<file path="src/rtl/core/at2a_pkg.sv">
`timescale 1ns / 1ps

package at2a_pkg;

  // Defaults of the top-level parameters.
  localparam int ITERATIONS_DEF  = 16;
  localparam int ANGLE_FRAC_DEF  = 13;

  // The arctangent table has this many entries, so no more iterations than this are run.
  localparam int TAB_LEN         = 24;

  // The angle accumulator has this many fractional bits.
  localparam int ACC_FRAC        = 30;

  // Widths of the coordinates, magnitudes, normalised operands, CORDIC datapath and angle.
  localparam int IN_W            = 32;
  localparam int MAG_W           = 32;
  localparam int NORM_W          = 40;
  localparam int XY_W            = 44;
  localparam int Z_W             = 33;
  localparam int ACC_W           = 32;
  localparam int ANGLE_W         = 16;
  localparam int BAND_W          = 16;

  // Pipeline depth around the CORDIC stages.
  localparam int PRE_STAGES      = 3;
  localparam int POST_STAGES     = 2;

  // Right angle and straight angle in accumulator units.
  localparam logic [ACC_W-1:0] HALF_PI_ACC = 32'd1686629713;
  localparam logic [ACC_W-1:0] PI_ACC      = 32'd3373259426;

  localparam logic [BAND_W-1:0] ZERO_BAND_RST = 16'd1;

  // Quadrant and special-case flags that travel alongside each transaction.
  typedef struct packed {
    logic xneg;
    logic yneg;
    logic yzero;
    logic band;
  } side_t;

  // atan(2^-idx) scaled by 2^30, truncated.
  function automatic logic [ACC_W-1:0] atan_entry(input int idx);
    logic [ACC_W-1:0] r;
    case (idx)
      0:       r = 32'h3243F6A8;
      1:       r = 32'h1DAC6705;
      2:       r = 32'h0FADBAFC;
      3:       r = 32'h07F56EA6;
      4:       r = 32'h03FEAB76;
      5:       r = 32'h01FFD55B;
      6:       r = 32'h00FFFAAA;
      7:       r = 32'h007FFF55;
      8:       r = 32'h003FFFEA;
      9:       r = 32'h001FFFFD;
      10:      r = 32'h000FFFFF;
      11:      r = 32'h0007FFFF;
      12:      r = 32'h0003FFFF;
      13:      r = 32'h0001FFFF;
      14:      r = 32'h0000FFFF;
      15:      r = 32'h00007FFF;
      16:      r = 32'h00003FFF;
      17:      r = 32'h00001FFF;
      18:      r = 32'h00000FFF;
      19:      r = 32'h000007FF;
      20:      r = 32'h000003FF;
      21:      r = 32'h000001FF;
      22:      r = 32'h000000FF;
      23:      r = 32'h0000007F;
      default: r = '0;
    endcase
    return r;
  endfunction

endpackage

</file>
<file path="src/rtl/core/at2a_post.sv">
`timescale 1ns / 1ps

module at2a_post
  import at2a_pkg::*;
#(
  parameter int ANGLE_FRAC_BITS = ANGLE_FRAC_DEF
) (
  input  logic                      clk,
  input  logic                      rst,
  input  logic                      in_valid,
  input  logic signed [Z_W-1:0]     z_in,
  input  side_t                     side_in,
  output logic                      done,
  output logic signed [ANGLE_W-1:0] angle
);

  localparam int SH = ACC_FRAC - ANGLE_FRAC_BITS;
  localparam logic [ACC_W:0] RND = (ACC_W+1)'(1) << (SH - 1);
  localparam logic [ANGLE_W-1:0] HP_R =
    ANGLE_W'(({1'b0, HALF_PI_ACC} + RND) >> SH);
  localparam logic [ANGLE_W-1:0] PI_R =
    ANGLE_W'(({1'b0, PI_ACC} + RND) >> SH);

  // Stage one: clamp to the first quadrant and fold into the second when x is negative.
  logic             va;
  logic [ACC_W-1:0] mag_a;
  side_t            side_a;
  logic [ACC_W-1:0] clamp, mag_next;

  always_comb begin
    if (z_in[Z_W-1]) begin
      clamp = '0;
    end else if (z_in > $signed({1'b0, HALF_PI_ACC})) begin
      clamp = HALF_PI_ACC;
    end else begin
      clamp = z_in[ACC_W-1:0];
    end
    mag_next = side_in.xneg ? (PI_ACC - clamp) : clamp;
  end

  always_ff @(posedge clk) begin
    if (rst) begin
      va <= 1'b0;
    end else begin
      va <= in_valid;
    end
    mag_a  <= mag_next;
    side_a <= side_in;
  end

  // Stage two: round half up, apply the sign of y, and pick the special cases.
  logic [ACC_W:0]     sum;
  logic [ANGLE_W-1:0] rounded, angle_next;

  always_comb begin
    sum     = {1'b0, mag_a} + RND;
    rounded = ANGLE_W'(sum >> SH);
    if (side_a.band) begin
      if (side_a.yzero) begin
        angle_next = '0;
      end else if (side_a.yneg) begin
        angle_next = ~HP_R + 1'b1;
      end else begin
        angle_next = HP_R;
      end
    end else if (side_a.yzero) begin
      angle_next = side_a.xneg ? PI_R : '0;
    end else begin
      angle_next = side_a.yneg ? (~rounded + 1'b1) : rounded;
    end
  end

  always_ff @(posedge clk) begin
    if (rst) begin
      done <= 1'b0;
    end else begin
      done <= va;
    end
    angle <= angle_next;
  end

endmodule
</file>
<file path="config.mk">
export PLATFORM = sky130hd
export DESIGN_NAME = at2a_post
export DESIGN_NICKNAME = d
export VERILOG_FILES = /design/src/rtl/core/at2a_pkg.sv /design/src/rtl/core/at2a_post.sv
export SDC_FILE = /design/constraint.sdc
export NUM_CORES = 1
export LEC_CHECK = 0
export ABC_AREA = 0
export CORE_MARGIN = 3
export CORE_UTILIZATION = 45
export CTS_BUF_LIST = sky130_fd_sc_hd__clkbuf_8
export DETAILED_ROUTE_END_ITERATION = 8
export DONT_BUFFER_PORTS = 1
export REMOVE_ABC_BUFFERS = 1
export SLEW_MARGIN = 40
export SYNTH_ARGS = -nofsm -noshare
export SYNTH_HDL_FRONTEND = slang
export SYNTH_SLANG_ARGS = --single-unit
</file>
<file path="constraint.sdc">
create_clock -name clk -period 3.3 [get_ports clk]
set_input_delay 0.33 -clock clk [delete_from_list [all_inputs] [get_ports clk]]
set_output_delay 0.33 -clock clk [all_outputs]
set_load 0.02 [all_outputs]
</file>
==> flow_summary.toml <==
[run_status]
status = "finished, final reports clean"

[yosys]
yosysUniqueCellTypes = 73
syn_inst = 374
syn_area_per_cell_sq_um = 7.674
netlist.top_cell.by_area = "dfxtp_1"
yosysSeqAreaShare_pct = 26.50
async_reset_ff_share_pct = 0
syn_area_sq_um = 2870
synth-seq-cells = 38
yosys-top-cells-area = "dfxtp_1 27%, nor2_1 6.9%, nand2_1 4.4%, a21oi_1 4.4%, xnor2_1 3.4%"
synth_edf_count = 0
yosys_warnings = 0
synth_top_cell_area_share_pct = 26.50
synth_top_flop_cell = "dfxtp_1"

[critical_path]
worst_setup_path_start_kind = "flip-flop"
required_ps = 3480
critPathKind = "reg -> reg"
r2r_slack_ps = 410
crit_fanout = 7
end_kind = "flip-flop"
worst_ep_arrival_time_ps = 3070

[power_and_ir_drop]
power.switching_mw = 0.3490
pwr-share-clk_pct = 33.1
p_int_mw = 0.8163
combPwrFrac_pct = 19.4
peakVddDrop_uv = 216.7
power_density_nw_per_um2 = 386.5
p_leak_nw = 1.082
seq_power_share_pct = 47.6
switching_share_pct = 29.95

[die]
dieWidth_um = 85.87
io_pins = 57
die_y_um = 85.87
die-area_sq_um = 7373
start_util_pct = 47.36
coreArea_sq_um = 6061
num_rows = 28

[clocking]
clkLatencyLatePin_ps = 290
hold_buffers = 0
ctsRootBufferMaster = "clkbuf_8"
path_clk_slew_ps = 70
cts_tree = "done"
cts_buffer_depth = 2
cts_resized = 0
cts.sinks = 38
cts_buffers = 5
cts_setup_buffers = 0
cts_max_level = 2

[grt]
grt_pass1_vias = 2672
grt-ovfl-total = 0
grt_max_degree = 27
grt_pass1_wl_um = 11930
antenna_found_initial = 0
grt_usage_pct = 19.30

[routing]
vias_per_cell = 6.034
drcViolationCount = 0
wirelength_um = 6860
vias = 2667
wl_per_cell_um = 15.52
drt_iter0_markers = 134
first_pass_iters = 4
ant_nets = 0

[layout]
drive_gt1_share_pct = 9.264
diodes = 0
final_cell_mix = "53 x nor2_1, 37 x dfxtp_1, 34 x nand2_1, 25 x a21oi_1, 19 x o21ai_0"
area_growth_pct = 5.057
nNetsFinal = 408
final_common_cell = "nor2_1"

[sta]
layout_setup_ws_ps = 406.4
finalCritPeriodShare_pct = 87.69
period_needed_ps = 2894
setup_viol_count_final = 0
final_hold_viol_count = 0
slew_viol_final = 0
rsz0062_at_grt = "no"
finClkSkew_ps = 4.741
tns_ps = 0
tightest_slew_ps = 720.8
slew-limit-headroom_pct = 51.95
max_freq_ghz = 0.3456

[hold_path]
hold_path.class = "in -> reg"

[place]
place.gp.congestion = 0.8748
dp_slack_ps = 442.0
place_hpwl_um = 5319
portBuffers = 0

[flow_run]
cap_violations = 0
-- power by group through the flow --
stage	Combinational [mW]	Sequential (mW)	Clock [mW]
after floorplan	0.187	0.556	0
after global placement	0.221	0.565	0
after detailed placement	0.224	0.565	0
after CTS	0.225	0.554	0.399
after global routing	0.256	0.561	0.417
final	0.226	0.554	0.385
-- Yosys cell counts (3+ instances only) --
cell type,instances
a211oi_1,5
a21o_1,3
a21oi_1,25
a31oi_1,8
and2_1,5
and3_1,7
buf_2,6
clkbuf_1,10
dfxtp_1,38
inv_1,15
mux2i_1,4
nand2_1,34
nand3_1,10
nand4_1,9
nand4b_1,3
nor2_1,53
nor2b_1,4
nor3_1,10
nor3b_1,3
nor4_1,5
o211ai_1,4
o21ai_0,19
o21ai_1,3
o221ai_1,3
o31ai_1,4
or3_1,7
xnor2_1,11
xor2_1,8
-- worst paths after layout --
kind	cells after the start	end	startpoint
worst max-delay path	8	angle[13]	mag_a[16]
worst min register to register	1	done	va
worst min-delay path	0	side_a[2]	side_in[2]
worst max register to register	8	angle[13]	mag_a[16]
-- layout make-up --
class	instances	area, sq um
clock inverters	3	45.04
inverters	15	56.30
clock buffers	5	68.82
flip-flops and latches	38	762.0
multi-input cells	304	1974
fillers	611	3045
repair buffers	2	15.01
well taps	75	93.84
-- critical path, stage by stage, from the launching register on --
cell and delay (ps):
dfxtp_1 420, ha_1 320, nand2_1 170, nor4_2 440, xor2_2 180, nor3b_1 500, nand4_1 240, mux2i_1 180
a221o_1 320
-- kinds of logic (layout without fill, tap and decap cells) --
kind of cell / Yosys count / after routing / share of synthesized area, %
xor+xnor: 20 / 20 / 6.365
simple gates: 173 / 173 / 34.13
compound gates: 102 / 102 / 24.85
flops: 38 / 38 / 26.50
mux: 7 / 7 / 2.572
buf+inv: 32 / 25 / 4.708
fa+ha+maj: 2 / 2 / 0.8717
-- state kept, by name (all words and copies together), names as in the netlist --
| name | flops |
|---|---|
| mag_a | 16 |
| angle | 16 |
| done | 1 |
| side_a | 4 |
| va | 1 |
-- layer usage --
layer	GRT usage (%)	share of wire [%]	vias up
met5	0	0	-
met4	6.906	1.9	0
met3	3.842	5.2	11
met2	33.50	48	75
met1	23.48	45	1214
li1	-	-	1367
-- stage by stage --
| step | utilization [%] | area [sq um] | cells | hold WS (ps) | power (mW) |
|---|---|---|---|---|---|
| after floorplan | - | 2791 | 357 | 357.7 | 0.7425 |
| after global placement | 47.85 | 2900 | 434 | 357.8 | 0.7858 |
| after detailed placement | 47.85 | 2900 | 434 | 357.8 | 0.7897 |
| after CTS | 49.73 | 3014 | 442 | 48.64 | 1.178 |
| after global routing | 49.75 | 3015 | 442 | 43.03 | 1.234 |
| final | 49.75 | 3015 | 442 | 60.25 | 1.165 |
(Power assumes the default switching activity.)
