<file path="src/rtl/core/at2a_pkg.sv">
`timescale 1ns / 1ps

package at2a_pkg;

  // Defaults of the top-level parameters.
  localparam int ITERATIONS_DEF  = 16;
  localparam int ANGLE_FRAC_DEF  = 13;

  // The arctangent table has this many entries, so no more iterations than this are run.
  localparam int TAB_LEN         = 24;

  // The angle accumulator has this many fractional bits.
  localparam int ACC_FRAC        = 30;

  // Widths of the coordinates, magnitudes, normalised operands, CORDIC datapath and angle.
  localparam int IN_W            = 32;
  localparam int MAG_W           = 32;
  localparam int NORM_W          = 40;
  localparam int XY_W            = 44;
  localparam int Z_W             = 33;
  localparam int ACC_W           = 32;
  localparam int ANGLE_W         = 16;
  localparam int BAND_W          = 16;

  // Pipeline depth around the CORDIC stages.
  localparam int PRE_STAGES      = 3;
  localparam int POST_STAGES     = 2;

  // Right angle and straight angle in accumulator units.
  localparam logic [ACC_W-1:0] HALF_PI_ACC = 32'd1686629713;
  localparam logic [ACC_W-1:0] PI_ACC      = 32'd3373259426;

  localparam logic [BAND_W-1:0] ZERO_BAND_RST = 16'd1;

  // Quadrant and special-case flags that travel alongside each transaction.
  typedef struct packed {
    logic xneg;
    logic yneg;
    logic yzero;
    logic band;
  } side_t;

  // atan(2^-idx) scaled by 2^30, truncated.
  function automatic logic [ACC_W-1:0] atan_entry(input int idx);
    logic [ACC_W-1:0] r;
    case (idx)
      0:       r = 32'h3243F6A8;
      1:       r = 32'h1DAC6705;
      2:       r = 32'h0FADBAFC;
      3:       r = 32'h07F56EA6;
      4:       r = 32'h03FEAB76;
      5:       r = 32'h01FFD55B;
      6:       r = 32'h00FFFAAA;
      7:       r = 32'h007FFF55;
      8:       r = 32'h003FFFEA;
      9:       r = 32'h001FFFFD;
      10:      r = 32'h000FFFFF;
      11:      r = 32'h0007FFFF;
      12:      r = 32'h0003FFFF;
      13:      r = 32'h0001FFFF;
      14:      r = 32'h0000FFFF;
      15:      r = 32'h00007FFF;
      16:      r = 32'h00003FFF;
      17:      r = 32'h00001FFF;
      18:      r = 32'h00000FFF;
      19:      r = 32'h000007FF;
      20:      r = 32'h000003FF;
      21:      r = 32'h000001FF;
      22:      r = 32'h000000FF;
      23:      r = 32'h0000007F;
      default: r = '0;
    endcase
    return r;
  endfunction

endpackage

</file>
<file path="src/rtl/core/at2a_stage.sv">
`timescale 1ns / 1ps

module at2a_stage
  import at2a_pkg::*;
#(
  parameter int IDX = 0
) (
  input  logic                    clk,
  input  logic                    rst,
  input  logic                    in_valid,
  input  logic signed [XY_W-1:0]  x_in,
  input  logic signed [XY_W-1:0]  y_in,
  input  logic signed [Z_W-1:0]   z_in,
  input  side_t                   side_in,
  output logic                    out_valid,
  output logic signed [XY_W-1:0]  x_out,
  output logic signed [XY_W-1:0]  y_out,
  output logic signed [Z_W-1:0]   z_out,
  output side_t                   side_out
);

  localparam logic signed [Z_W-1:0] ANG = Z_W'(atan_entry(IDX));

  logic signed [XY_W-1:0] dx, dy;
  logic signed [XY_W-1:0] x_next, y_next;
  logic signed [Z_W-1:0]  z_next;
  logic                   rot_down;

  always_comb begin
    dx       = y_in >>> IDX;
    dy       = x_in >>> IDX;
    rot_down = !y_in[XY_W-1] && (y_in != '0);
    if (rot_down) begin
      x_next = x_in + dx;
      y_next = y_in - dy;
      z_next = z_in + ANG;
    end else begin
      x_next = x_in - dx;
      y_next = y_in + dy;
      z_next = z_in - ANG;
    end
  end

  always_ff @(posedge clk) begin
    if (rst) begin
      out_valid <= 1'b0;
    end else begin
      out_valid <= in_valid;
    end
    x_out    <= x_next;
    y_out    <= y_next;
    z_out    <= z_next;
    side_out <= side_in;
  end

endmodule

</file>
<file path="config.mk">
export PLATFORM = sky130hd
export DESIGN_NAME = at2a_stage
export DESIGN_NICKNAME = d
export VERILOG_FILES = /design/src/rtl/core/at2a_pkg.sv /design/src/rtl/core/at2a_stage.sv
export SDC_FILE = /design/constraint.sdc
export NUM_CORES = 1
export LEC_CHECK = 0
export ABC_AREA = 0
export BUFFER_PORTS_ARGS = -buffer_cell sky130_fd_sc_hd__buf_2
export CAP_MARGIN = 0
export CORE_ASPECT_RATIO = 0.75
export CORE_MARGIN = 4
export CORE_UTILIZATION = 36
export CTS_CLUSTER_DIAMETER = 40
export CTS_CLUSTER_SIZE = 12
export DETAILED_ROUTE_END_ITERATION = 12
export MAX_ROUTING_LAYER = met4
export SKIP_CTS_REPAIR_TIMING = 1
export SYNTH_ARGS = -nofsm -noshare
export SYNTH_HDL_FRONTEND = slang
export SYNTH_SLANG_ARGS = --single-unit
</file>
<file path="constraint.sdc">
create_clock -name clk -period 11.9 [get_ports clk]
set_clock_uncertainty 0.2 [all_clocks]
set_input_delay 1.19 -clock clk [delete_from_list [all_inputs] [get_ports clk]]
set_output_delay 1.19 -clock clk [all_outputs]
set_load 0.005 [all_outputs]
</file>
==> qor.csv, run 1 <==
stage,metric,value,unit
worst_setup_path,CP arrival,6020,ps
worst_setup_path,CP startpoint kind,primary input,
sta,Setup-failing EPs final,0,
die,Die Ht,168,um
grt,largest net degree at the start of global routing,81,
placement,final RePlAce weighted congestion,1.00,
yosys,Post-synth top cells,"211 x a21oi_1, 157 x ha_1, 130 x inv_1",
sta,clock period minus final worst setup slack,5820,ps
worst_setup_path,slowest CP cell,nor4_1,
yosys,synth warn,0,
yosys,Syn Inst Count,1600,
worst_setup_path,CP Capture Type,register,
layout,fillcell total,3507,
detailed_routing,Pre-antenna DRT Iters,6,
layout,area grow syn2layout,18.1,%
yosys,Post-synth EDFFs,0,
die,die area,37000,um2
detailed_routing,vias,13071,
grt,GRT Total Usage,0.257,
yosys,Post-Syn Area,12200,um2
sta,hold slack,616,ps
yosys,Mapped Nets,1889,
placement,PortBufs,253,
power_and_ir_drop,NetSw,739,uW
yosys,Synth async-reset ratio,0,
grt,initial antenna violation count,2,
grt,first-pass GRT wire length,73.0,mm
yosys,"Seq/Total Area, Yosys",0.205,
worst_setup_path,CP Cell Sequence,buf_2 -> nor4_1 -> nand4_1 -> nor3_1 -> or2_4 -> inv_2 -> ha_1 -> o21ai_0 -> nor4_1 -> o2111a_1 -> a2111oi_4 -> o21ai_1 -> o41ai_2 -> nor4_1 -> nor3_1 -> xnor2_1,
sta,setup repair after global routing missed its margin,false,
power_and_ir_drop,Sw Ratio,0.406,
yosys,"top cells by area, synth","dfxtp_1 20%, ha_1 16%, a21oi_1 8.6%",
grt,vias in the first global route,12390,
power_and_ir_drop,Leak,0.00666,uW
yosys,post-synth top area share,0.205,
hold_path,Hold WC Path Type,in2reg,
outcome,status,completed,
detailed_routing,Starting DRT DRC Count,1435,
worst_setup_path,CP most frequent cell,nor4_1,
power_and_ir_drop,VDD IR-drop max,0.0826,mV
grt,GRT Residual Overflow,0,
clock_network,clk root buf,clkbuf_16,
yosys,most frequent cell after synthesis,a21oi_1,
power_and_ir_drop,sequential share of power,0.299,
sta,Max Slew Vio Count,0,
die,IO Count,254,
die,die outline width,221,um
detailed_routing,Routed WL per cell,21.1,um
layout,Post-Layout Cell Count,2280,
clock_network,CTS tree,built,
sta,worst-margin pin slew,1220,ps
layout,Layout Utilization,0.431,
detailed_routing,Via density,5.73,
run,maxcap violations,0,
layout,Final nets,2104,
yosys,"Avg Cell Area, Syn",7.64,um2
sta,Max-slew headroom,0.179,
sta,Max Fclk,172,MHz
detailed_routing,Detailed Route WL,48.2,mm
placement,placed cell count,2246,
worst_setup_path,WP data required,12100,ps
power_and_ir_drop,Clock Power Share,0.304,
clock_network,"CTS clk-pin slew, worst paths",80,ps
die,row cnt,58,
die,Placeable Area,33500,um2
worst_setup_path,kind of critical path,in2reg,
yosys,Post-synth top flop,dfxtp_1,
power_and_ir_drop,combinational share of power,0.397,
power_and_ir_drop,pwr dens,126,nW/um2
yosys,leading area contributor after synthesis,dfxtp_1,
yosys,synthesized flop and latch total,125,
layout,layout cells sized above 1,0.178,
detailed_routing,detailed-route DRC error count,0,
worst_setup_path,Crit path largest cell delay,700,ps
clock_network,H-tree Lvls,4,
detailed_routing,ANT nets after route,0,
clock_network,clock sinks,125,
sta,Tcrit/Tclk final,0.489,
placement,Post-DP HPWL,39.0,mm
clock_network,CTS buffer count,17,
sta,final hold violation count,0,
clock_network,Longest Clk Path Bufs,2,
sta,Post-Route Setup TNS,0,ps
die,Starting Density,0.365,
worst_setup_path,Critical Path Fanout Max,34,
power_and_ir_drop,Int Power,1080,uW
yosys,Yosys cell types,88,
==> through the flow <==
stage,setup WS [ps],cell area [um2],power (uW)
detailed placement,5640,13800,1260
finish,6080,14400,1820
global placement,5780,13800,1260
CTS,6090,14400,1820
floorplan,6570,12200,971
global route,5670,14400,1920
==> cell type report <==
cell class | instances | area [um2] | share of cell area
Clock inverter | 15 | 194 | 0.0134
Inverter | 137 | 514 | 0.0356
Clock buffer | 17 | 425 | 0.0295
Sequential cell | 125 | 2500 | 0.173
Timing Repair Buffer | 257 | 1300 | 0.0898
Antenna cell | 2 | 5.00 | 0.000347
Multi-Input combinational cell | 1277 | 8940 | 0.619
Tap cell | 450 | 563 | 0.0390
==> per-layer routing <==
| metal | wire length (um) | vias up | GRT usage |
|---|---|---|---|
| li1 | - | 6174 | - |
| met1 | 23300 | 6203 | 0.375 |
| met4 | 1210 | 0 | 0.0781 |
| met3 | 4300 | 77 | 0.0615 |
| met2 | 19400 | 617 | 0.349 |
| met5 | 0 | - | - |
==> logic make-up (layout without fill, tap and decap cells) <==
family                     count (synthesis)  after routing  synth area share
AOI/OAI and AO/OA                        546            546             0.285
xor gates and xnor gates                 108            108            0.0773
adders and majority gates                161            161             0.167
buffers and inverters                    198            426            0.0646
DFF                                      125            125             0.205
muxes                                     29             29            0.0237
other                                      0              2                 0
and+or+nand+nor                          433            433             0.178
==> flip-flops by register name, indices dropped and copies added (netlist names) <==
| name | cells |
|---|---|
| y_out | 44 |
| x_out | 43 |
| side_out | 4 |
| z_out | 33 |
| out_valid | 1 |
==> worst max-delay path: cells and delay by family <==
kind / cells / cell delay [ps]
and+or+nand+nor: 7 / 2050
AOI/OAI and AO/OA: 5 / 1640
buffers and inverters: 2 / 510
adders and majority gates: 1 / 480
xor gates and xnor gates: 1 / 140
==> cell usage in the layout, fill, tap and decap left out, types with 41 or more instances in the layout <==
| master | n |
|---|---|
| a21oi_1 | 211 |
| o21bai_1 | 41 |
| o21ai_0 | 99 |
| nand2_1 | 90 |
| nor2_1 | 123 |
| ha_1 | 157 |
| buf_2 | 253 |
| inv_1 | 130 |
| xnor2_1 | 91 |
| a21o_1 | 43 |
| dfxtp_1 | 125 |
==> path summary, 6_finish.rpt <==
check / depth (start not counted) / endpoint / startpoint
setup / recovery: 16 / z_out[30] / y_in[18]
hold / removal: 1 / side_out[0] / side_in[0]
==> power groups by stage <==
stage          sequential (uW)  clock, uW  combinational (uW)
2_1_floorplan              562          0                 410
3_3_place_gp               553          0                 704
3_5_place_dp               552          0                 704
4_1_cts                    544        564                 710
5_1_grt                    553        584                 782
6_report                   543        552                 722
(Power assumes the default switching activity.)
==> inputs of run 2 (changes only) <==
clock period = 5.85 ns   (was 11.9 ns; I/O delays follow)
==> qor.csv, run 2 (same netlist as run 1, synthesis figures left out) <==
stage,metric,value,unit,change
layout,layout cells sized above 1,0.180,,+0.00135
die,Placeable Area,33500,um2,unchanged
worst_setup_path,Critical Path Fanout Max,14,,-59%
die,Die Ht,168,um,unchanged
layout,largest registers,"y_out: 44 flops, x_out: 43 flops, z_out: 33 flops",,
die,row cnt,58,,unchanged
outcome,status,completed,,
placement,Place WS,796,ps,-4840 ps
sta,worst-margin pin slew,1200,ps,-10.1 ps
layout,area of the multi-input gates,8940,um2,unchanged
layout,fillcell total,3510,,+0.086%
grt,GRT Residual Overflow,0,,unchanged
clock_network,clock sinks,125,,unchanged
worst_setup_path,CP arrival,4850,ps,-1170 ps
hold_path,Hold WC Path Type,in2reg,,
worst_setup_path,WP data required,6030,ps,-6070 ps
power_and_ir_drop,VDD IR-drop max,0.147,mV,+78%
layout,area grow syn2layout,18.0,%,about the same
worst_setup_path,CP startpoint kind,primary input,,
placement,Post-DP HPWL,39.2,mm,+0.42%
sta,Setup-failing EPs final,0,,unchanged
clock_network,clk root buf,clkbuf_16,,
sta,Max-slew headroom,0.189,,+0.00995
worst_setup_path,CP Capture Type,register,,
sta,Tcrit/Tclk final,0.799,,
power_and_ir_drop,Leak,0.00667,uW,about the same
layout,sequential cell area,2500,um2,unchanged
layout,Top reg by flops,y_out,,
layout,number of diodes,0,,-2
detailed_routing,Routed WL per cell,21.4,um,+1.2%
detailed_routing,vias,13030,,-0.31%
sta,Setup WS post-layout,1180,ps,-4900 ps
sta,clock period minus final worst setup slack,4670,ps,
clock_network,CTS tree,built,,
sta,Max Fclk,214,MHz,
die,die outline width,221,um,unchanged
sta,Max Slew Vio Count,0,,unchanged
sta,setup repair after global routing missed its margin,false,,
placement,PortBufs,253,,unchanged
detailed_routing,detailed-route DRC error count,0,,unchanged
grt,first-pass GRT wire length,73.7,mm,+0.91%
detailed_routing,ANT nets after route,0,,unchanged
clock_network,H-tree Lvls,4,,unchanged
clock_network,Longest Clk Path Bufs,2,,unchanged
power_and_ir_drop,pwr dens,257,nW/um2,+100%
detailed_routing,Pre-antenna DRT Iters,5,,-1
sta,Post-Route Setup TNS,0,ps,unchanged
die,Starting Density,0.365,,unchanged
detailed_routing,Detailed Route WL,48.8,mm,+1.3%
run,maxcap violations,0,,unchanged
clock_network,"CTS clk-pin slew, worst paths",70,ps,about the same
layout,Final nets,2107,,+0.14%
grt,vias in the first global route,12362,,-0.23%
sta,final hold violation count,0,,unchanged
die,IO Count,254,,unchanged
layout,"commonest non-fill, non-tap cell in the layout",buf_2,,
placement,final RePlAce weighted congestion,1.01,,+0.63%
grt,initial antenna violation count,0,,-2
worst_setup_path,kind of critical path,in2reg,,
detailed_routing,Starting DRT DRC Count,1528,,+6.5%
grt,GRT Total Usage,0.260,,+0.00260
grt,largest net degree at the start of global routing,73,,-9.9%
clock_network,CTS buffer count,17,,unchanged
layout,most frequent cells in the layout,"253 x buf_2, 211 x a21oi_1, 157 x ha_1",,
die,die area,37000,um2,unchanged
layout,max reg flops,44,,unchanged
detailed_routing,Via density,5.71,,-0.36%
## run 2: cell types whose count changed in the layout (fill, tap and decap cells not counted), sizes merged
| cell | previous run | this run |
|---|---|---|
| buf | 257 | 260 |
| bufinv | 0 | 1 |
| clkinv | 13 | 7 |
| clkinvlp | 0 | 2 |
| diode | 2 | 0 |
| inv | 139 | 142 |
## run 2: worst paths after layout
path  startpoint           to  slack, ps  cells after the start
min   side_in[0]  side_out[0]         30                      1
max      y_in[4]    z_out[32]       1180                     17
## run 2: report_power, final
group	total [uW]	switching [uW]	internal, uW
Clock	1130	518	609
Sequential	1110	58.4	1050
Combinational	1470	905	567
## run 2: cell type report
class | count | share of cell area
clock buffers | 17 | 0.0295
clock inverters | 15 | 0.0118
inverters | 137 | 0.0356
multi-input cells | 1277 | 0.619
flip-flops and latches | 125 | 0.173
well taps | 450 | 0.0390
repair buffers | 260 | 0.0914
## run 2: metal layers
layer  part of all wire  global-route usage
met5                  0                   -
met4              0.023              0.0713
met2               0.40               0.355
met1               0.49               0.379
met3              0.089              0.0634
## run 2: worst max-delay path: stages
cell and delay [ps]:
buf_2 130, nor4_1 500, buf_4 210, nand4_1 230, nor3_1 260, or2_4 170, inv_2 150, ha_1 380
o21ai_0 290, nor4_1 150, o2111a_1 300, a2111oi_4 450, o211ai_1 230, a31oi_1 330, o21ai_0 150, a21oi_1 220
xnor2_1 130
## run 2: metrics by stage
stage	util	cells	hold slack [ps]	power, uW	cell area, um2
CTS	0.431	2281	7.53	3700	14400
global route	0.431	2281	12.5	3900	14400
floorplan	-	1600	413	1980	12200
global placement	0.413	2249	490	2560	13800
detailed placement	0.413	2249	489	2560	13800
finish	0.431	2281	28.0	3710	14400
==> inputs of run 3 (changes only) <==
clock period = 4.4 ns   (was 5.85 ns; I/O delays follow)
==> qor.csv, run 3 (same netlist as run 1, synthesis figures left out) <==
stage,metric,value,unit,change
power_and_ir_drop,VDD IR-drop max,0.204,mV,+39%
layout,most frequent cells in the layout,"253 x buf_2, 211 x a21oi_1, 157 x ha_1",,
worst_setup_path,Critical Path Fanout Max,9,,-5
placement,dpl cell area,14500,um2,+5.0%
detailed_routing,DR WL met2,19.8,mm,+0.96%
placement,Post-DP HPWL,40.7,mm,+3.8%
sta,final hold violation count,0,,unchanged
sta,hold slack,25.9,ps,-2.10 ps
detailed_routing,Met3 Routed Length,4.35,mm,+0.12%
sta,worst-margin pin slew,1100,ps,-106 ps
clock_network,Longest Clk Path Bufs,2,,unchanged
layout,"Design Area, Final",15200,um2,+5.4%
layout,Layout Utilization,0.454,,+0.0232
grt,largest net degree at the start of global routing,82,,+12%
layout,number of diodes,0,,unchanged
layout,largest registers,"y_out: 44 flops, x_out: 43 flops, z_out: 33 flops",,
grt,first-pass GRT wire length,75.2,mm,+2.1%
die,IO Count,254,,unchanged
outcome,status,completed,,
sta,Max Slew Vio Count,0,,unchanged
power_and_ir_drop,Leak,0.00715,uW,+7.3%
detailed_routing,max layer used,met4,,
worst_setup_path,CP Cell Sequence,buf_2 -> nor4_1 -> buf_4 -> nand4_1 -> nor3_1 -> or2_4 -> inv_2 -> buf_4 -> fa_1 -> nand2b_1 -> a211oi_1 -> o21bai_1 -> a211oi_1 -> o41a_1 -> nor2_1 -> o31a_1 -> o21bai_1 -> xor2_1,,
layout,area grow syn2layout,24.4,%,
sta,Max Fclk,242,MHz,
worst_setup_path,CP Capture Type,register,,
detailed_routing,vias,13263,,+1.8%
die,die area,37000,um2,unchanged
worst_setup_path,Crit path largest cell delay,380,ps,-120 ps
sta,Tcrit/Tclk final,0.938,,
detailed_routing,ANT nets after route,0,,unchanged
power_and_ir_drop,pwr dens,330,nW/um2,+28%
sta,clock period minus final worst setup slack,4130,ps,
die,die outline width,221,um,unchanged
die,row cnt,58,,unchanged
placement,final RePlAce weighted congestion,1.01,,-0.55%
worst_setup_path,kind of critical path,in2reg,,
detailed_routing,Pre-antenna DRT Iters,5,,unchanged
die,Starting Density,0.365,,unchanged
layout,"commonest non-fill, non-tap cell in the layout",buf_2,,
die,Die Ht,168,um,unchanged
clock_network,clk root buf,clkbuf_16,,
die,Placeable Area,33500,um2,unchanged
clock_network,CTS tree,built,,
worst_setup_path,"delay-heaviest family, CP",compound AO/OA/AOI/OAI gates,,
layout,max reg flops,44,,unchanged
hold_path,Hold WC Path Type,in2reg,,
worst_setup_path,Stages on worst setup path,18,,+1
layout,layout cells sized above 1,0.218,,+0.0387
detailed_routing,Starting DRT DRC Count,1491,,-2.4%
clock_network,"CTS clk-pin slew, worst paths",70,ps,about the same
worst_setup_path,slowest CP cell,fa_1,,
layout,sequential cell area,2500,um2,unchanged
layout,area of the multi-input gates,8940,um2,unchanged
worst_setup_path,CP startpoint kind,primary input,,
worst_setup_path,CP Buf/Inv Count,4,,+1
sta,Max-slew headroom,0.268,,+0.0784
grt,GRT Residual Overflow,0,,unchanged
layout,fillcell total,3478,,-0.91%
grt,GRT Total Usage,0.266,,+0.00587
detailed_routing,DRT met1 WL,24.3,mm,+2.8%
clock_network,clock sinks,125,,unchanged
detailed_routing,Routed WL per cell,20.9,um,-2.4%
clock_network,H-tree Lvls,4,,unchanged
detailed_routing,Via density,5.57,,-2.5%
grt,vias in the first global route,12724,,+2.9%
detailed_routing,detailed-route DRC error count,0,,unchanged
grt,initial antenna violation count,0,,unchanged
detailed_routing,Detailed Route WL,49.7,mm,+1.9%
layout,Top reg by flops,y_out,,
worst_setup_path,CP arrival,4300,ps,-550 ps
worst_setup_path,WP data required,4580,ps,-1450 ps
placement,PortBufs,253,,unchanged
run,maxcap violations,0,,unchanged
sta,Setup-failing EPs final,0,,unchanged
clock_network,CTS buffer count,17,,unchanged
sta,setup repair after global routing missed its margin,false,,
layout,Final nets,2208,,+4.8%
hold_path,Hold Crit Depth,2,,+1
-- run 3: cell count changes in the layout (fill, tap and decap cells not counted), sizes merged --
cell | previous run | this run
buf | 260 | 353
dlygate4sd3 | 0 | 8
-- run 3: stage by stage --
step | power (uW) | TNS (ps) | setup WS, ps | cells
finish | 5010 | 0 | 273 | 2382
global route | 5310 | 0 | 12.1 | 2382
CTS | 5020 | 0 | 297 | 2374
detailed placement | 3500 | -262 | -146 | 2342
global placement | 3500 | -176 | -100 | 2342
floorplan | 2630 | 0 | 102 | 1600
-- run 3: cell type report --
type	instances	area share
multi-input cells	1277	0.588
clock inverters	15	0.0112
well taps	450	0.0370
repair buffers	361	0.138
inverters	137	0.0338
flip-flops and latches	125	0.164
clock buffers	17	0.0280
-- run 3: routing by layer --
layer  vias up  GRT usage
met2       601      0.364
met5         -          -
li1       6373          -
met4         0     0.0686
met3        59     0.0664
met1      6230      0.387
-- run 3: final timing paths --
kind                     from        end  slack [ps]
worst max-delay path  y_in[4]  z_out[31]         270
worst min-delay path  z_in[3]   z_out[3]          30
-- run 3: power breakdown --
part | leakage, uW | internal [uW] | switching, uW | total [uW]
logic | 0.00581 | 838 | 1230 | 2070
registers | 0.00105 | 1390 | 66.3 | 1460
clock network | 0.000288 | 809 | 676 | 1490
