## src/rtl/core/at2a_pkg.sv

```systemverilog
`timescale 1ns / 1ps

package at2a_pkg;

  // Defaults of the top-level parameters.
  localparam int ITERATIONS_DEF  = 16;
  localparam int ANGLE_FRAC_DEF  = 13;

  // The arctangent table has this many entries, so no more iterations than this are run.
  localparam int TAB_LEN         = 24;

  // The angle accumulator has this many fractional bits.
  localparam int ACC_FRAC        = 30;

  // Widths of the coordinates, magnitudes, normalised operands, CORDIC datapath and angle.
  localparam int IN_W            = 32;
  localparam int MAG_W           = 32;
  localparam int NORM_W          = 40;
  localparam int XY_W            = 44;
  localparam int Z_W             = 33;
  localparam int ACC_W           = 32;
  localparam int ANGLE_W         = 16;
  localparam int BAND_W          = 16;

  // Pipeline depth around the CORDIC stages.
  localparam int PRE_STAGES      = 3;
  localparam int POST_STAGES     = 2;

  // Right angle and straight angle in accumulator units.
  localparam logic [ACC_W-1:0] HALF_PI_ACC = 32'd1686629713;
  localparam logic [ACC_W-1:0] PI_ACC      = 32'd3373259426;

  localparam logic [BAND_W-1:0] ZERO_BAND_RST = 16'd1;

  // Quadrant and special-case flags that travel alongside each transaction.
  typedef struct packed {
    logic xneg;
    logic yneg;
    logic yzero;
    logic band;
  } side_t;

  // atan(2^-idx) scaled by 2^30, truncated.
  function automatic logic [ACC_W-1:0] atan_entry(input int idx);
    logic [ACC_W-1:0] r;
    case (idx)
      0:       r = 32'h3243F6A8;
      1:       r = 32'h1DAC6705;
      2:       r = 32'h0FADBAFC;
      3:       r = 32'h07F56EA6;
      4:       r = 32'h03FEAB76;
      5:       r = 32'h01FFD55B;
      6:       r = 32'h00FFFAAA;
      7:       r = 32'h007FFF55;
      8:       r = 32'h003FFFEA;
      9:       r = 32'h001FFFFD;
      10:      r = 32'h000FFFFF;
      11:      r = 32'h0007FFFF;
      12:      r = 32'h0003FFFF;
      13:      r = 32'h0001FFFF;
      14:      r = 32'h0000FFFF;
      15:      r = 32'h00007FFF;
      16:      r = 32'h00003FFF;
      17:      r = 32'h00001FFF;
      18:      r = 32'h00000FFF;
      19:      r = 32'h000007FF;
      20:      r = 32'h000003FF;
      21:      r = 32'h000001FF;
      22:      r = 32'h000000FF;
      23:      r = 32'h0000007F;
      default: r = '0;
    endcase
    return r;
  endfunction

endpackage

```

## src/rtl/core/at2a_pre.sv

```systemverilog
`timescale 1ns / 1ps

module at2a_pre
  import at2a_pkg::*;
(
  input  logic                     clk,
  input  logic                     rst,
  input  logic                     in_valid,
  input  logic signed [IN_W-1:0]   y_value,
  input  logic signed [IN_W-1:0]   x_value,
  input  logic [BAND_W-1:0]        zero_band,
  output logic                     out_valid,
  output logic [NORM_W-1:0]        x_norm,
  output logic [NORM_W-1:0]        y_norm,
  output side_t                    side
);

  typedef struct packed {
    logic [NORM_W-1:0] m;
    logic [NORM_W-1:0] x;
    logic [NORM_W-1:0] y;
  } norm_t;

  // Shifts all three left by k when the top k bits of the larger magnitude are clear.
  function automatic norm_t shift_step(input norm_t a, input int k);
    norm_t r;
    r = a;
    if ((a.m >> (NORM_W - k)) == '0) begin
      r.m = a.m << k;
      r.x = a.x << k;
      r.y = a.y << k;
    end
    return r;
  endfunction

  // Stage one: magnitudes, larger magnitude and flags.
  logic              v1;
  logic [MAG_W-1:0]  ax1, ay1, m1;
  side_t             side1;

  logic [MAG_W-1:0]  ax, ay;
  side_t             side_next;

  always_comb begin
    ax = x_value[IN_W-1] ? MAG_W'(~x_value + 1'b1) : MAG_W'(x_value);
    ay = y_value[IN_W-1] ? MAG_W'(~y_value + 1'b1) : MAG_W'(y_value);
    side_next.xneg  = x_value[IN_W-1];
    side_next.yneg  = y_value[IN_W-1];
    side_next.yzero = (y_value == '0);
    side_next.band  = (ax < {{(MAG_W-BAND_W){1'b0}}, zero_band});
  end

  always_ff @(posedge clk) begin
    if (rst) begin
      v1 <= 1'b0;
    end else begin
      v1 <= in_valid;
    end
    ax1   <= ax;
    ay1   <= ay;
    m1    <= (ax > ay) ? ax : ay;
    side1 <= side_next;
  end

  // Stage two: coarse part of the normalising shift.
  logic   v2;
  norm_t  n2;
  side_t  side2;
  norm_t  n1, n2_next;

  always_comb begin
    n1.m    = {{(NORM_W-MAG_W){1'b0}}, m1};
    n1.x    = {{(NORM_W-MAG_W){1'b0}}, ax1};
    n1.y    = {{(NORM_W-MAG_W){1'b0}}, ay1};
    n2_next = shift_step(shift_step(shift_step(n1, 32), 16), 8);
  end

  always_ff @(posedge clk) begin
    if (rst) begin
      v2 <= 1'b0;
    end else begin
      v2 <= v1;
    end
    n2    <= n2_next;
    side2 <= side1;
  end

  // Stage three: fine part of the normalising shift.
  norm_t n3_next;

  always_comb begin
    n3_next = shift_step(shift_step(shift_step(n2, 4), 2), 1);
  end

  always_ff @(posedge clk) begin
    if (rst) begin
      out_valid <= 1'b0;
    end else begin
      out_valid <= v2;
    end
    x_norm <= n3_next.x;
    y_norm <= n3_next.y;
    side   <= side2;
  end

endmodule

```

## config.mk

```make
export PLATFORM = sky130hd
export DESIGN_NAME = at2a_pre
export DESIGN_NICKNAME = d
export VERILOG_FILES = /design/src/rtl/core/at2a_pkg.sv /design/src/rtl/core/at2a_pre.sv
export SDC_FILE = /design/constraint.sdc
export NUM_CORES = 1
export LEC_CHECK = 0
export BUFFER_PORTS_ARGS = -buffer_cell sky130_fd_sc_hd__buf_2
export CAP_MARGIN = 0
export CORE_MARGIN = 2
export CORE_UTILIZATION = 60
export CTS_CLUSTER_SIZE = 24
export DETAILED_ROUTE_END_ITERATION = 10
export PLACE_DENSITY = 0.8
export REMOVE_ABC_BUFFERS = 1
export SLEW_MARGIN = 10
export SYNTH_ARGS = -nofsm -noshare
export SYNTH_HDL_FRONTEND = slang
export SYNTH_SLANG_ARGS = --single-unit
```

## constraint.sdc

```tcl
create_clock -name clk -period 12.45 [get_ports clk]
set_clock_uncertainty 0.1 [all_clocks]
set_input_delay 1.8675 -clock clk [delete_from_list [all_inputs] [get_ports clk]]
set_output_delay 1.8675 -clock clk [all_outputs]
set_load 0.05 [all_outputs]
```

==> results.md, run 1 <==
- ANT nets after route: 0
- # port buffers: 167
- Flops & latches, synth: between 200 and 300
- Minimum clock period: around 6100 ps
- Post-synthesis simple-gate area fraction: 11.42%
- Initial DRC count: 586
- Initial core utilization: about 61%
- Detailed placer's ending HPWL: 23270 um
- First-pass GRT wire length: a little under 50000 um
- Mapped Area: 12450 um2
- Post-CTS setup buffer count: 0
- Compound-Gate Fraction of Synth Area: 11.24%
- Final period utilization: 49.29%
- Status: finished, final reports clean
- Unrepaired setup endpoints after global routing: false
- Via count: 9631
- Comb pwr share: 37.2%
- TritonCTS clock tree: yes
- Final Total Pwr: 3.409 mW
- Setup TNS: 0 ps
- Max_cap viols: 0
- Syn-to-layout area delta: 17.93%
- Die span in x: approximately 150 um
- Router iterations before antenna repair: 5
- WS Path Type: input pin to flop
- Clock buffer depth: 3
- Yosys warns: 0
- Post-Synth Adder-Cell Area: 4.923%
- Hold WC Path Type: flop to flop
- Clk root buf: clkbuf_16
- CP Capture Type: flop
- Total GRT Usage: ~29%
- Layout cells sized above 1: 24.98%
- Die Y: 148.1 um
- Fin worst setup slack: 6314 ps
- Leakage: 6.712 nW
- Internal power: 2.112 mW
- Post-synthesis mux area share: 19.43%
- Xor-xnor portion of the synthesized cell area: 4.079%
- Critical-path top delay cell: or4_4
- Synth area leader: dfxtp_1
- Count of pins over their slew limit: 0
- Clk pwr share: 28.0%
- Switching Power: between 1 and 1.5 mW
- Worst Path Max Fanout: 32
- CTS Sinks: 278
- Diode count: 0
- Routed WL per cell: 18.86 um
- Setup violations, final: 0
- Filler Cell Count: approximately 1.5k
- Yosys top cell area share: 44.69%
- CTS Buf Count: 28
- Reg2Reg Depth: 8
- Die Area: 21930 um2
- Fin nets: approximately 1.5k
- Pin count of the biggest net entering global routing: 83
- Core Box Area: 20300 um2
- DP Worst Slack: 5781 ps
- Arrival @ worst endpoint: 6460 ps
- CP max stage delay: 510 ps
- Synth top area cells: dfxtp_1 45%, mux2i_1 11%, mux2_2 8.3%
- Total gr overflow: 0
- Avg Cell Area, Syn: 10.22 um2
- Vias/cell: 5.750
- Hold_buf cts: 0
- Number of synthesized flops with an enable pin: 0
- Placed Area: 13600 um2
- Max-slew headroom: 18.70%
- Tightest Pin Transition: ~1200 ps
- Asr flop ratio synth: 0%
- I/O Pins: approximately 170
- CP Data Required Time: approximately 13000 ps
- Final hold vios: 0
- Clock Latency Late Sink: 560 ps
- Final Util: 72.36%
- Power per cell area: 232.1 nW/um2
- Most frequent cells in the layout: 278 x dfxtp_1, 167 x buf_2, 136 x mux2i_1, 92 x mux2_2, 80 x nand2_1
- Register area share after synthesis: between 40% and 50%
- Synth cell types: 58
- Max VDD drop: 0.1449 mV
- Sw Share: 38.04%
- Clock transition at path regs: 60 ps
- Seq pwr share: 34.8%
- Cells along the critical path: buf_2 -> inv_1 -> ha_1 -> or3b_2 -> or4_4 -> or2_2 -> o31ai_1 -> xor2_1 -> inv_1 -> ha_1 -> and2_0 -> a221o_1 -> a221oi_1 -> o31ai_1 -> o22ai_2 -> buf_4 -> mux2_2
- Final GP Congestion: 0.9566
- Fin area: about 15000 um2
- FMAX: 163.0 MHz
- PostCTS Resize Cnt: 0
- Rows: 52
- Mapped Cells: approximately 1.2k
- Commonest non-fill, non-tap cell in the layout: dfxtp_1
- Top FF cell, synth: dfxtp_1
- Worst Setup Start Kind: input pin
- Drt total wl: 31600 um
- # DRC: 0
- Vias in the first global route: 9350
- Hold depth: 0
- H-tree Lvls: 1
- Largest family of logic cells by synthesized area: multiplexers
- Initial antenna violation count: 1
## critical path, delay by kind of cell
kind / cells / cell delay (ps)
multiplexers: 1 / 400
buffers and inverters: 4 / 830
XOR/XNOR: 1 / 250
adder cells (fa/ha/maj): 2 / 450
AO/OA/AOI/OAI: 5 / 1140
AND/OR/NAND/NOR: 4 / 1510
## Yosys cell counts, drive strengths merged (6+ instances only)
| master | instances |
|---|---|
| dfxtp | 278 |
| mux2i | 136 |
| mux2 | 92 |
| nand2 | 81 |
| inv | 67 |
| clkbuf | 55 |
| ha | 49 |
| o21ai | 46 |
| xor2 | 41 |
| nand3 | 36 |
| nor2 | 33 |
| a21oi | 31 |
| a31oi | 28 |
| a221oi | 22 |
| and2 | 20 |
| a22o | 18 |
| o31ai | 18 |
| xnor2 | 17 |
| or4 | 14 |
| and3b | 13 |
| nor4 | 13 |
| a21o | 12 |
| buf | 12 |
| nand4 | 10 |
| o41ai | 9 |
| nor2b | 8 |
| or2 | 8 |
| nor3 | 7 |
| or3 | 7 |
| nand2b | 6 |
## sequential cells by signal (all words and copies together) (netlist names)
signal     flops
m1            32
side           4
y_norm        40
v1             1
out_valid      1
side1          4
v2             1
n2            87
ay1           32
x_norm        40
ax1           32
side2          4
## layer usage
layer	share of wire [%]	wire [um]	up-vias	global-route usage (%)
met5	0.047	15	-	0
met4	4.0	1278	2	10.62
met3	6.1	1938	75	4.509
met2	47	14700	398	47.73
met1	43	13660	4467	37.49
li1	-	-	4689	-
## worst paths after layout
kind / start / endpoint / slack [ps]
worst max-delay path: x_value[0] / m1[11]$_DFF_P_ / 6310
worst min-delay path: side1[2]$_DFF_P_ / side2[2]$_DFF_P_ / 230
worst max register to register: n2[119]$_DFF_P_ / x_norm[36]$_DFF_P_ / 8180
worst min register to register: side1[2]$_DFF_P_ / side2[2]$_DFF_P_ / 230
## power groups by stage
stage	Clock, mW	Sequential (mW)	Combinational [mW]
2_1_floorplan	0	1.65	0.564
3_3_place_gp	0	1.20	1.24
3_5_place_dp	0	1.20	1.25
4_1_cts	0.961	1.19	1.27
5_1_grt	0.999	1.20	1.35
6_report	0.954	1.19	1.27
## cell families (layout without fill, tap and decap cells)
logic type,Yosys count,after routing
DFF,278,278
and+or+nand+nor,267,267
muxes,229,229
AOI/OAI and AO/OA,203,203
buffers and inverters,134,305
xor gates and xnor gates,58,58
adders and majority gates,49,49
other,1,16
## per-stage QoR
stage,hold WS (ps),instances
finish,226.5,1675
global placement,212.1,1624
CTS,226.1,1675
floorplan,209.6,1167
global route,231.3,1675
detailed placement,212.8,1624
## final cells by class
type	instances	area, um2	area share, %
Clock buffer	37	794.5	5.409
Clock inverter	14	285.3	1.942
Inverter	67	251.5	1.712
Tap cell	270	337.8	2.300
Timing Repair Buffer	187	985.9	6.713
Multi-Input combinational cell	822	6467	44.03
Sequential cell	278	5565	37.89
No activity file was read; power rests on OpenSTA's default activity.
==> run 2, diff against run 1 <==
--- a/config.mk
+++ b/config.mk
@@ -8,10 +8,10 @@
 export BUFFER_PORTS_ARGS = -buffer_cell sky130_fd_sc_hd__buf_2
 export CAP_MARGIN = 0
 export CORE_MARGIN = 2
-export CORE_UTILIZATION = 60
+export CORE_UTILIZATION = 58
 export CTS_CLUSTER_SIZE = 24
 export DETAILED_ROUTE_END_ITERATION = 10
-export PLACE_DENSITY = 0.8
+export PLACE_DENSITY = 0.77
 export REMOVE_ABC_BUFFERS = 1
 export SLEW_MARGIN = 10
 export SYNTH_ARGS = -nofsm -noshare
==> constraint.sdc (replaced) <==
create_clock -name clk -period 5.9 [get_ports clk]
set_clock_uncertainty 0.1 [all_clocks]
set_input_delay 0.885 -clock clk [delete_from_list [all_inputs] [get_ports clk]]
set_output_delay 0.885 -clock clk [all_outputs]
set_load 0.05 [all_outputs]
==> run 2 against run 1 <==
Critical path depth unchanged; sequential power rose by 110%; largest power group unchanged; sequential share of layout area increased by 0.13 points; register-to-register slack worse by 6200 ps; non-clock buffer count is 10 higher; die area grew 3.4%; first-iteration DRC count decreased by 10%; wire length down 1.4%; clock power is 87% higher.
==> results.md, run 2 (same netlist as run 1, synthesis figures left out) <==
- Worst Path Max Fanout: 32 (unchanged)
- Total GRT Usage: 27.17% (-1.4 points)
- Final GP Congestion: 0.9958 (+4.1%)
- Die span in x: 150.5 um (+1.7%)
- Internal power: 4.269 mW (+100%)
- Filler Cell Count: 1602 (+6.3%)
- FMAX: 199.6 MHz
- Cells along the critical path: buf_2 -> inv_1 -> ha_1 -> or3b_2 -> or4_4 -> or2_2 -> o41ai_2 -> xor2_1 -> inv_1 -> ha_1 -> a21o_1 -> a221o_1 -> a221oi_1 -> o31ai_1 -> o22ai_2 -> buf_12 -> mux2_2
- Die Y: 150.5 um (+1.7%)
- Max FFs per register: 87 (unchanged)
- Worst Path Buf+Inv: 4 (unchanged)
- Power per cell area: 475.5 nW/um2 (+100%)
- Routed WL per cell: 18.43 um (-2.3%)
- Critical-path top delay cell: or4_4
- Pin count of the biggest net entering global routing: 83 (unchanged)
- Final hold vios: 0 (unchanged)
- Seq pwr share: 35.9% (+1.1 points)
- Clk root buf: clkbuf_16
- # port buffers: 167 (unchanged)
- ANT nets after route: 0 (unchanged)
- Largest reg by FF count: n2
- Drt total wl: 31150 um (-1.4%)
- TritonCTS clock tree: yes
- H-tree Lvls: 1 (unchanged)
- Sw Share: 38.66% (+0.62 points)
- Diode count: 0 (unchanged)
- WS Path Type: input pin to flop
- Syn-to-layout area delta: 17.52%
- Post-Place Cells: 1639 (+0.92%)
- Status: finished, final reports clean
- Largest registers: n2 (87), x_norm (40), y_norm (40)
- Fin Hold WS: 225.4 ps (-1.102 ps)
- Clk pwr share: 25.6% (-2.4 points)
- Leakage: 6.715 nW (about the same)
- CP Data Required Time: 6220 ps (-6550 ps)
- I/O Pins: 168 (unchanged)
- Initial DRC count: 527 (-10%)
- PostCTS Resize Cnt: 0 (unchanged)
- CP max stage delay: 510 ps (about the same)
- Setup violations, final: 0 (unchanged)
- CTS Sinks: 278 (unchanged)
- Minimum clock period: around 5000 ps
- Layout cells sized above 1: 25.30% (+0.32 points)
- Max VDD drop: 0.2938 mV (+100%)
- Commonest non-fill, non-tap cell in the layout: dfxtp_1
- Router iterations before antenna repair: 6 (+1)
- # DRC: 0 (unchanged)
- Initial antenna violation count: 1 (unchanged)
- Hold WC Path Type: flop to flop
- Fin worst setup slack: 889.6 ps (-5424 ps)
- Tightest Pin Transition: 1186 ps (-26.72 ps)
- Die Area: 22660 um2 (+3.4%)
- Fin cells: 1690 (+0.90%)
- CTS Buf Count: 28 (unchanged)
- Hold_buf cts: 0 (unchanged)
- Clock transition at path regs: 60 ps (about the same)
- CP Capture Type: flop
- Unrepaired setup endpoints after global routing: false
- Core Box Area: 21020 um2 (+3.6%)
- Rows: 53 (+1.9%)
- Clock buffer depth: 3 (unchanged)
- Total gr overflow: 0 (unchanged)
- Initial core utilization: 59.25% (-2.1 points)
- Vias/cell: 5.625 (-2.2%)
- Clock Latency Late Sink: 530 ps (-30 ps)
- Comb pwr share: 38.5% (+1.3 points)
- Count of pins over their slew limit: 0 (unchanged)
- First-pass GRT wire length: 48270 um (-2.8%)
- Final period utilization: 84.92%
- Critical path's top delay family: simple AND/OR/NAND/NOR gates
- Max-slew headroom: 20.49% (+1.8 points)
- Via count: 9507 (-1.3%)
- Arrival @ worst endpoint: 5330 ps (-1130 ps)
- Most frequent cells in the layout: 278 x dfxtp_1, 167 x buf_2, 136 x mux2i_1, 92 x mux2_2, 80 x nand2_1
- Worst Setup Start Kind: input pin
- Fin nets: 1526 (+0.66%)
- DP Worst Slack: 357.6 ps (-5424 ps)
- Post-CTS setup buffer count: 0 (unchanged)
- Detailed placer's ending HPWL: 23530 um (+1.1%)
- Max_cap viols: 0 (unchanged)
- Vias in the first global route: 9164 (-2.0%)
- Switching Power: 2.691 mW (+110%)
[run 2: changes by cell type in the layout (fill, tap and decap cells not counted), sizes merged]
cell	before	now
bufinv	7	2
clkbuf	37	40
clkinv	3	7
clkinvlp	2	0
buf	187	197
[run 2: final cells by class]
| cell class | count | area (um2) | share of cell area, % |
|---|---|---|---|
| clock buffers | 40 | 827.0 | 5.651 |
| clock inverters | 11 | 112.6 | 0.7694 |
| inverters | 67 | 251.5 | 1.718 |
| multi-input cells | 822 | 6462 | 44.15 |
| flip-flops and latches | 278 | 5565 | 38.02 |
| well taps | 275 | 344.1 | 2.351 |
| repair buffers | 197 | 1074 | 7.335 |
[run 2: worst paths after layout]
path | startpoint | to | slack, ps | cells after the start
setup / recovery | x_value[0] | m1[9]$_DFF_P_ | 890 | 17
hold / removal | side2[0]$_DFF_P_ | side[0]$_DFF_P_ | 230 | 0
setup reg to reg | n2[119]$_DFF_P_ | y_norm[37]$_DFF_P_ | 2030 | 8
hold reg to reg | side2[0]$_DFF_P_ | side[0]$_DFF_P_ | 230 | 0
[run 2: through the flow]
| stage | utilization, % | setup TNS [ps] | cell area [um2] | total power [mW] |
|---|---|---|---|---|
| after floorplan | - | -490690 | 12240 | 4.666 |
| after global placement | 65.16 | 0 | 13700 | 5.174 |
| after detailed placement | 65.16 | 0 | 13700 | 5.200 |
| after CTS | 69.63 | 0 | 14640 | 6.985 |
| after global routing | 69.63 | 0 | 14640 | 7.265 |
| final | 69.63 | 0 | 14640 | 6.960 |
[run 2: power by group through the flow]
stage | Sequential [mW] | Combinational [mW] | Clock [mW]
after global placement | 2.53 | 2.64 | 0
after CTS | 2.50 | 2.68 | 1.80
final | 2.50 | 2.68 | 1.78
after detailed placement | 2.54 | 2.66 | 0
after floorplan | 3.48 | 1.19 | 0
after global routing | 2.54 | 2.85 | 1.87
[run 2: metal layers]
metal	share of wire [%]	track usage [%]	vias to the layer above	routed length, um
met5	0	0	-	0
met1	45	36.82	4382	13960
met3	6.6	3.788	58	2043
met4	3.1	8.962	0	954
li1	-	-	4706	-
met2	46	44.73	361	14190
==> run 3, diff against run 2 <==
==> constraint.sdc (replaced) <==
create_clock -name clk -period 4.9 [get_ports clk]
set_clock_uncertainty 0.1 [all_clocks]
set_input_delay 0.735 -clock clk [delete_from_list [all_inputs] [get_ports clk]]
set_output_delay 0.735 -clock clk [all_outputs]
set_load 0.05 [all_outputs]
==> run 3 against run 2 <==
Die area unchanged; sequential share of layout area fell by 1.1 points; register-to-register slack worse by 800 ps; non-clock buffer count increased by 57; cell count grew 3.1%; final area up 3.1%; clock power up 20%; critical path depth grew 1; power up 21%; global-route usage increased by 1.3 points; core utilization up 2.2 points; largest cell class unchanged.
==> results.md, run 3 (same netlist as run 1, synthesis figures left out) <==
- Die span in x: 150.5 um (unchanged)
- Initial antenna violation count: 0 (-1)
- PostCTS Resize Cnt: 0 (unchanged)
- Worst Min Path Start: side1[2]$_DFF_P_
- Worst Setup Start Kind: input pin
- CP Data Required Time: 5220 ps (-1000 ps)
- Die Area: 22660 um2 (unchanged)
- Setup violations, final: 0 (unchanged)
- Tightest Pin Transition: 1148 ps (-38.02 ps)
- Sink of the worst hold path: side2[2]$_DFF_P_
- Core Box Area: 21020 um2 (unchanged)
- Clock buffer depth: 3 (unchanged)
- Post-CTS setup buffer count: 0 (unchanged)
- Rows: 53 (unchanged)
- Initial core utilization: 59.25% (unchanged)
- DP Worst Slack: -168.8 ps (-526.4 ps)
- Initial DRC count: 615 (+17%)
- Vias in the first global route: 9744 (+6.3%)
- # DRC: 0 (unchanged)
- Worst Setup SP: x_value[0]
- Worst R2R Setup Slack: 1230 ps (-800 ps)
- Router iterations before antenna repair: 5 (-1)
- ANT nets after route: 0 (unchanged)
- Total GRT Usage: 28.47% (+1.3 points)
- Status: finished, final reports clean
- DR WL met3: 1971 um (-3.5%)
- Worst Path Max Fanout: 18 (-44%)
- Arrival @ worst endpoint: 4900 ps (-430 ps)
- Leakage: 6.988 nW (+4.1%)
- # port buffers: 167 (unchanged)
- Routed met1 length: 13820 um (-1.0%)
- Unrepaired setup endpoints after global routing: false
- Vias/cell: 5.682 (+1.0%)
- Switching Power: 3.246 mW (+21%)
- Total gr overflow: 0 (unchanged)
- Max_cap viols: 0 (unchanged)
- Max-slew headroom: 23.04% (+2.5 points)
- Fin cells: 1743 (+3.1%)
- CP max stage delay: 450 ps (-60 ps)
- Detailed placer's ending HPWL: 24670 um (+4.8%)
- Routed WL per cell: 18.46 um (+0.15%)
- CTS Sinks: 278 (unchanged)
- Commonest non-fill, non-tap cell in the layout: dfxtp_1
- Layout cells sized above 1: 28.20% (+2.9 points)
- TritonCTS clock tree: yes
- Fin worst setup slack: 317.7 ps (-571.9 ps)
- Critical-path top delay cell: or3b_2
- Final period utilization: between 90 and 100%
- Cells along the critical path: buf_2 -> inv_1 -> ha_1 -> or3b_2 -> or4_4 -> or2_2 -> o41ai_2 -> xor2_1 -> inv_1 -> ha_1 -> a21o_1 -> a221o_1 -> a221oi_1 -> buf_4 -> o31ai_1 -> o22ai_2 -> buf_12 -> mux2_2
- Clock transition at path regs: 60 ps (about the same)
- WS Path Type: input pin to flop
- I/O Pins: 168 (unchanged)
- Seq pwr share: 35.8% (about the same)
- Internal power: 5.196 mW (+22%)
- Drt total wl: 32170 um (+3.3%)
- CP Capture Type: flop
- Pin count of the biggest net entering global routing: 78 (-6.0%)
- Hold WC Path Type: flop to flop
- Clock Latency Late Sink: 530 ps (about the same)
- FMAX: about 220 MHz
- Max VDD drop: 0.3682 mV (+25%)
- Clk pwr share: 25.3% (-0.3 points)
- CTS Buf Count: 28 (unchanged)
- Final GP Congestion: 0.9565 (-3.9%)
- Via count: 9903 (+4.2%)
- Post-Place Cells: 1696 (+3.5%)
- Die Y: 150.5 um (unchanged)
- Most frequent cells in the layout: 278 x dfxtp_1, 167 x buf_2, 136 x mux2i_1, 92 x mux2_2, 84 x buf_4
- Fin nets: 1583 (+3.7%)
- First-pass GRT wire length: 51170 um (+6.0%)
- Hold depth: 0 (unchanged)
- Largest reg by FF count: n2
- Reg2Reg Depth: 8 (unchanged)
- Count of pins over their slew limit: 0 (unchanged)
- Worst flop-to-flop path endpoint: x_norm[36]$_DFF_P_
- Final hold vios: 0 (unchanged)
- Highest routed metal layer: met4
- Met2 WL: 15090 um (+6.3%)
- Power per cell area: 559.4 nW/um2 (+18%)
- Sw Share: 38.45% (-0.21 points)
- Diode count: 0 (unchanged)
- Setup TNS: 0 ps (unchanged)
- Syn-to-layout area delta: 21.17%
- Clk root buf: clkbuf_16
- Comb pwr share: 39.0% (+0.5 points)
- Max FFs per register: 87 (unchanged)
- Worst reg2reg startpoint: n2[119]$_DFF_P_
- Hold_buf cts: 0 (unchanged)
- Minimum clock period: 4582 ps
- H-tree Lvls: 1 (unchanged)
- Largest registers: n2 (87), x_norm (40), y_norm (40)
-- run 3: power groups by stage --
stage | Combinational [mW] | Clock [mW] | Sequential, mW
global route | 3.51 | 2.25 | 3.07
global placement | 3.23 | 0 | 3.05
floorplan | 1.43 | 0 | 4.19
finish | 3.29 | 2.13 | 3.02
CTS | 3.29 | 2.16 | 3.02
detailed placement | 3.27 | 0 | 3.07
-- run 3: worst max path at each step --
| stage | to | slack [ps] |
|---|---|---|
| 2_1_floorplan | x_norm[3]$_DFF_P_ | -7520 |
| 4_1_cts | m1[13]$_DFF_P_ | 350 |
| 6_report | m1[13]$_DFF_P_ | 320 |
| 5_1_grt | m1[19]$_DFF_P_ | 100 |
| 3_3_place_gp | m1[8]$_DFF_P_ | -30 |
| 3_5_place_dp | m1[5]$_DFF_P_ | -170 |
-- run 3: final cells by class --
| class | instances | area (um2) |
|---|---|---|
| Clock buffer | 42 | 884.6 |
| Tap cell | 275 | 344.1 |
| Inverter | 67 | 251.5 |
| Sequential cell | 278 | 5565 |
| Multi-Input combinational cell | 822 | 6462 |
| Timing Repair Buffer | 254 | 1526 |
| Fill cell | 1574 | 5931 |
| Clock inverter | 5 | 56.30 |
-- run 3: per-stage QoR --
step | hold WS (ps) | instance area (um2) | utilization [%] | power [mW]
floorplan | 209.6 | 12240 | - | 5.619
global placement | 210.7 | 14150 | 67.31 | 6.278
detailed placement | 213.2 | 14150 | 67.31 | 6.331
CTS | 227.9 | 15090 | 71.79 | 8.472
global route | 229.8 | 15090 | 71.79 | 8.828
finish | 226.2 | 15090 | 71.79 | 8.442
-- run 3: critical path: cells and delay by family --
kind / cells / cell delay (ps)
compound gates: 6 / 1300
simple gates: 3 / 1220
buf+inv: 5 / 650
fa+ha+maj: 2 / 360
mux: 1 / 350
xor+xnor: 1 / 290
-- run 3: per-layer routing --
metal,up-vias,track usage [%]
met1,4630,37.12
met2,373,48.11
li1,4820,-
met5,-,0
met4,0,11.27
met3,80,3.394
